### src/design/axis_angle_rotation_matrix_unit_macros.svh
// Assertion macros shared by the rotation matrix unit
`ifndef AXIS_ANGLE_ROTATION_MATRIX_UNIT_MACROS_SVH
`define AXIS_ANGLE_ROTATION_MATRIX_UNIT_MACROS_SVH

`ifndef NO_ASSERTIONS
`define AARM_ASSERT_IMP(name, clk, rst_n, pre, post) \
    name: assert property (@(posedge clk) disable iff (!rst_n) (pre) |-> (post)) \
        else $error("assertion failed");
`define AARM_ASSERT_NXT(name, clk, rst_n, pre, post) \
    name: assert property (@(posedge clk) disable iff (!rst_n) (pre) |=> (post)) \
        else $error("assertion failed");
`else
`define AARM_ASSERT_IMP(name, clk, rst_n, pre, post)
`define AARM_ASSERT_NXT(name, clk, rst_n, pre, post)
`endif

`endif

### src/design/aarm_pkg.sv
`timescale 1ns / 1ps

package aarm_pkg;

    localparam int NSTEPS = 16;
    localparam int IDXW   = 4;
    localparam int XW     = 34;
    localparam int ZW     = 25;
    localparam int CW     = 18;
    localparam int QW     = 53;
    localparam int PW     = 32;
    localparam int OW     = CW + 1;
    localparam int MW     = PW + OW;
    localparam int SW     = 16 + CW;
    localparam int RW     = QW - 28;

    localparam logic signed [XW-1:0] CORDIC_INIT  = XW'(652032875);
    localparam logic signed [ZW-1:0] QUARTER_TURN = ZW'(4194304);
    localparam logic signed [ZW-1:0] HALF_TURN    = ZW'(8388608);
    localparam logic signed [CW-1:0] TRIG_MAX     = CW'(16448);

    typedef struct packed {
        logic signed [15:0] axis_x;
        logic signed [15:0] axis_y;
        logic signed [15:0] axis_z;
        logic [15:0]        angle;
    } in_t;

    typedef struct packed {
        logic signed [15:0] r00;
        logic signed [15:0] r01;
        logic signed [15:0] r02;
        logic signed [15:0] r10;
        logic signed [15:0] r11;
        logic signed [15:0] r12;
        logic signed [15:0] r20;
        logic signed [15:0] r21;
        logic signed [15:0] r22;
    } out_t;

    typedef struct packed {
        logic signed [XW-1:0] x;
        logic signed [XW-1:0] y;
        logic signed [ZW-1:0] z;
        logic                 flip;
        logic signed [15:0]   ax;
        logic signed [15:0]   ay;
        logic signed [15:0]   az;
    } cordic_t;

    function automatic logic signed [ZW-1:0] atan_at(input logic [IDXW-1:0] i);
        logic signed [ZW-1:0] a;
        case (i)
            4'd0:    a = ZW'(2097152);
            4'd1:    a = ZW'(1238021);
            4'd2:    a = ZW'(654136);
            4'd3:    a = ZW'(332050);
            4'd4:    a = ZW'(166669);
            4'd5:    a = ZW'(83416);
            4'd6:    a = ZW'(41718);
            4'd7:    a = ZW'(20860);
            4'd8:    a = ZW'(10430);
            4'd9:    a = ZW'(5215);
            4'd10:   a = ZW'(2608);
            4'd11:   a = ZW'(1304);
            4'd12:   a = ZW'(652);
            4'd13:   a = ZW'(326);
            4'd14:   a = ZW'(163);
            4'd15:   a = ZW'(81);
            default: a = '0;
        endcase
        return a;
    endfunction

endpackage

### src/design/aarm_cordic_cell.sv
`timescale 1ns / 1ps

module aarm_cordic_cell (
    input  logic                         clk,
    input  logic                         rst_n,
    input  logic [aarm_pkg::IDXW-1:0]    idx,
    input  logic                         up_valid,
    output logic                         up_ready,
    input  aarm_pkg::cordic_t            up,
    output logic                         dn_valid,
    input  logic                         dn_ready,
    output aarm_pkg::cordic_t            dn
);
    import aarm_pkg::*;

    logic    valid_reg;
    cordic_t data_reg;
    cordic_t data_next;
    logic signed [XW-1:0] dx;
    logic signed [XW-1:0] dy;
    logic signed [ZW-1:0] ang;

    assign up_ready = !valid_reg || dn_ready;
    assign dn_valid = valid_reg;
    assign dn       = data_reg;

    always_comb
    begin
        dx  = up.y >>> idx;
        dy  = up.x >>> idx;
        ang = atan_at(idx);
        data_next = up;
        if (!up.z[ZW-1])
        begin
            data_next.x = up.x - dx;
            data_next.y = up.y + dy;
            data_next.z = up.z - ang;
        end
        else
        begin
            data_next.x = up.x + dx;
            data_next.y = up.y - dy;
            data_next.z = up.z + ang;
        end
    end

    always_ff @(posedge clk or negedge rst_n)
    begin
        if (!rst_n)
        begin
            valid_reg <= 1'b0;
        end
        else if (up_ready)
        begin
            valid_reg <= up_valid;
        end
    end

    always_ff @(posedge clk)
    begin
        if (up_ready && up_valid)
        begin
            data_reg <= data_next;
        end
    end

endmodule

### config.mk
export PLATFORM = sky130hd
export DESIGN_NAME = aarm_cordic_cell
export DESIGN_NICKNAME = d
export VERILOG_FILES = /design/src/design/axis_angle_rotation_matrix_unit_macros.svh /design/src/design/aarm_pkg.sv /design/src/design/aarm_cordic_cell.sv
export SDC_FILE = /design/constraint.sdc
export NUM_CORES = 1
export LEC_CHECK = 0
export ABC_CLOCK_PERIOD_IN_PS = 4300
export BUFFER_PORTS_ARGS = -buffer_cell sky130_fd_sc_hd__buf_2
export CORE_MARGIN = 2
export CORE_UTILIZATION = 45
export DETAILED_ROUTE_END_ITERATION = 8
export GPL_ROUTABILITY_DRIVEN = 0
export PLACE_DENSITY_LB_ADDON = 0.12
export REMOVE_ABC_BUFFERS = 1
export SKIP_LAST_GASP = 1
export SLEW_MARGIN = 20
export SYNTH_ARGS = -nofsm -noshare
export SYNTH_HDL_FRONTEND = slang
export SYNTH_SLANG_ARGS = --single-unit
### constraint.sdc
create_clock -name clk -period 4.3 [get_ports clk]
set_input_delay 0.215 -clock clk [delete_from_list [all_inputs] [get_ports clk]]
set_output_delay 0.215 -clock clk [all_outputs]
set_load 0.05 [all_outputs]
# Yosys cells after proc, flatten, opt, wreduce, memory -nomap -nowiden
# Memories as Yosys holds them, arrays and structs flattened.
# Index checks and enable logic that the tools add are counted.
# totals
ram_bits	0
mem_count	1
latchBits	0
output_inout_bits	144
regBits	143
mem_bits_ro	352
word_cells	21
# op_classes
n_eq_ne	0
div_mod_pow	0
order_cmp	0
n_shift	2
multipliers	0
reduce_logical	3
mux	1
n_addsub	6
bitwise	0
# memory_table
name	words	word_bits	rd	rd_clocked_by_memory_dff	write_ports	line_no	source
(name not given)	16	22	1	0	0	aarm_pkg.sv:53	case (i)
# op_table
operator	count
93-bit two-way mux	1
34-bit adder	2
34-bit by 4-bit >>> shifter with 34-bit output	2
34-bit subtractor	2
25-bit adder	1
25-bit subtractor	1
1-bit logical AND	1
1-bit logical NOT	1
1-bit logical OR	1

# Depth between registers and ports, before layout
# depth
depth_word	3
mapped_depth	28
depth_no_buf	22

# Least setup slack after synthesis
# OpenSTA, ideal clock, no wires.
# synth_timing
path_type	input to register
start	in idx[1] in the netlist's numbering
end	reg data_reg, in the netlist dn[73], data pin
path_stages	24
path_slack_ns	-1.065
setup_ns	0.262
path_buffers	4
t_arrival_ns	5.103
cell_sequence	buf_2 buf_4 inv_2 buf_1 clkbuf_1 ha_1 nand2b_1 a31oi_1 ha_1 o2111ai_1 nor4b_1 a21boi_1 and3_1 nor2_1 xor2_1 ha_1 and3_1 nand3_1 or3_1 a31oi_1 nand4_1 nand4b_1 a21oi_1 xor2_1
# synth_rtl
element	line_no	source
from (decl)	aarm_cordic_cell.sv:6	input logic [aarm_pkg::IDXW-1:0] idx,
to (signal assigned)	aarm_cordic_cell.sv:63	data_reg <= data_next;
to (decl)	aarm_cordic_cell.sv:17	cordic_t data_reg;

==> impl_results.md <==
- Routed vias/inst: 5.54
- Residual DRC: 0
- Finished Cell Area: 0.0231 mm^2
- Skew-Pair Late Insertion Delay: 470 ps
- Synthesized flop and latch total: 143
- CTS Sinks: 143
- Met1 usage in global routing: 0.392
- RSZ-0062 raised after global routing: true
- Critical Path Max Stage Delay: 530 ps
- Initial DRC Count: 1107
- Nets: 2592
- Worst slew pin tran: 624 ps
- Wirelength, routed: 51200 um
- Max Cap Viol: 0
- Post-synth ARST share: 0.00699
- Max IR drop VDD: 0.306 mV
- Post-synthesis sequential area ratio: 0.291
- Overall Global Routing Usage: 0.291
- Most numerous cell in the Yosys netlist: edfxtp_1
- Final Skew: 24.3 ps
- P&R area growth vs syn: 56.4%
- PD cells: 351 mW/mm^2
- CTS tree: built
- Final min period: 4880 ps
- Post-synth top cells: edfxtp_1 (142), a21oi_1 (123), nand2_1 (121)
- Worst Path Max Fanout: 8
- Met3 GRT Util: 0.0637
- DRT Pass-1 Iters: 5
- Number of global-route vias before repair: 15100
- FP Rows: 66
- Lkg Pwr: 10.4 nW
- Post-DRT Antenna Nets: 0
- Fillers: 2465
- Root Buffer: clkbuf_16
- Worst-path cell chain: buf_16 > mux4_2 > mux4_2 > buf_4 > or3_4 > or4_4 > nor2_4 > and3b_2 > a21oi_2 > xnor2_1 > ha_1 > and3_1 > a22o_4 > o41ai_4 > nand4_1 > o211ai_1 > a31oi_2 > a31oi_2 > o21ai_1 > xor2_1
- Die X: 185 um
- Final setup vio count: 33
- Tot Pwr: 8.09 mW
- Initial Util: 0.455
- Final Hold Viols: 0
- M2 GR Usage: 0.460
- Initial antenna violation count: 4
- Mapped Avg Cell Area: 10.1 um^2
- Wire per inst: 18.3 um
- Largest net degree at the start of global routing: 86
- Synth area leaders: edfxtp_1 (29%), mux4_2 (14%), ha_1 (8.3%)
- Period Utilization, post-route: 1.13
- Worst EP arrival: 5090 ps
- CP Capture Type: flip-flop
- Yosys top cell by area: edfxtp_1
- Total global routing overflow: 0
- Status: complete, but fails checks
- Top_reg_cell synth: edfxtp_1
- Layout cells sized above 1: 0.499
- Syn Std Cell Area: 0.0147 mm^2
- Die Span Y: 185 um
- DPL Wire Length: 38000 um
- Clock tree buffer depth: 2
- Die ar.: 0.0342 mm^2
- Type of the tightest min-delay check: in2reg
- Slew Limit Fails: 0
- Placed instance area: 0.0203 mm^2
- Required @ worst endpoint: 4520 ps
- CTS Buf Count: 17
- Yosys warns: 0
- Cells after Synth: 1464
- Core Area: 0.0324 mm^2
- Failing checks: negative setup slack
- Routed via count: 15500
- Number of flops mapped to enable cells by yosys: 142
- Relative slew slack: 0.584
- Input/output buffers: 293
- # IOs: 294
- Htree depth: 4
- Global-route wire length before repair: 77800 um
- Max Clock Freq: 0.205 GHz
- Startpoint Class: input port
- Setup WS post-layout: -576 ps
- Share of the synthesized area in the top cell type: 0.289
- Crit-path slowest cell: mux4_2
- Crit Path Class: in2reg
- Clock slew at reported path FFs: 70 ps
- Setup_tns: -7970 ps
- GRT busiest layer: met2
- Synth unique cells: 82
-- cell families (layout without fill, tap and decap cells) --
group,Yosys count,count (layout),synth area share
buf+inv,112,1002,0.0363
other cells,0,4,0
compound gates,376,376,0.160
fa+ha+maj,101,101,0.0872
mux,170,170,0.196
simple gates,398,398,0.131
xor+xnor,164,164,0.0979
flops,143,143,0.291
-- final timing paths --
check | startpoint | end | slack (ps) | cells past startpoint
hold reg to reg | dn_valid | dn_valid | 540 | 2
setup reg to reg | dn_valid | dn[130] | 2600 | 3
min in group asynchronous | rst_n | dn_valid | 70 | 2
max in group asynchronous | rst_n | dn_valid | 4150 | 2
hold / removal | up[49] | dn[49] | 60 | 2
setup / recovery | idx[0] | dn[141] | -580 | 20
-- through the flow --
stage	util	hold slack, ps	cells	setup WS [ps]
2_1_floorplan	-	-80.6	1391	-913
3_3_place_gp	0.628	-10.6	2642	-1350
3_5_place_dp	0.628	-9.57	2642	-1390
4_1_cts	0.686	46.4	2758	-489
5_1_grt	0.712	68.0	2797	-756
6_report	0.712	58.1	2800	-576
-- flip-flops by register name, summed over array words and instances (netlist names) --
register / flops
dn_valid: 1
dn: 142
-- placed cells by master, fill, tap and decap left out, drive strengths merged, types with 23 or more instances in the layout --
master,count
a21o,42
a21oi,123
a31oi,30
buf,876
dlygate4sd3,51
edfxtp,142
ha,98
inv,47
mux2,27
mux2i,51
mux4,92
nand2,121
nand3,29
nor2,104
nor3,23
o21a,23
o21ai,75
xnor2,106
xor2,58
-- area by class of cell --
cell class | instances | area (um^2) | share of cell area
Sequential cell | 143 | 4290 | 0.186
Antenna cell | 4 | 10.0 | 0.000434
Clock buffer | 17 | 425 | 0.0185
Clock inverter | 15 | 144 | 0.00624
Tap cell | 442 | 553 | 0.0240
Multi-Input combinational cell | 1209 | 10700 | 0.466
Inverter | 39 | 150 | 0.00651
Timing Repair Buffer | 931 | 6740 | 0.293
-- power breakdown --
part,internal (mW),switching [mW],total [mW]
clock,0.768,0.707,1.47
combinational,2.16,2.55,4.71
sequential,1.86,0.0441,1.91
total,4.79,3.30,8.09
-- layer usage --
layer	routed length, um	vias to the layer above
met5	0	-
met4	1560	0
met3	4670	121
met2	23400	687
met1	21600	7344
li1	-	7351
-- worst max-delay path, delay by kind of cell --
family	cells	cell delay [ps]
and+or+nand+nor	6	1530
AOI/OAI and AO/OA	7	1380
muxes	2	1050
adders and majority gates	1	320
buffers and inverters	2	280
xor gates and xnor gates	2	280
-- what timing repair did --
| item | in CTS | in global routing |
|---|---|---|
| buffers inserted | 30 | 40 |
| resized for setup | 102 | 129 |
| endpoints found under the setup margin | 44 | 42 |
| hold endpoints to repair | 51 | 0 |
| pin swaps | 57 | 73 |
| hold buffers | 51 | 0 |
| cloned | 4 | 1 |
No activity file was read; power rests on OpenSTA's default activity.
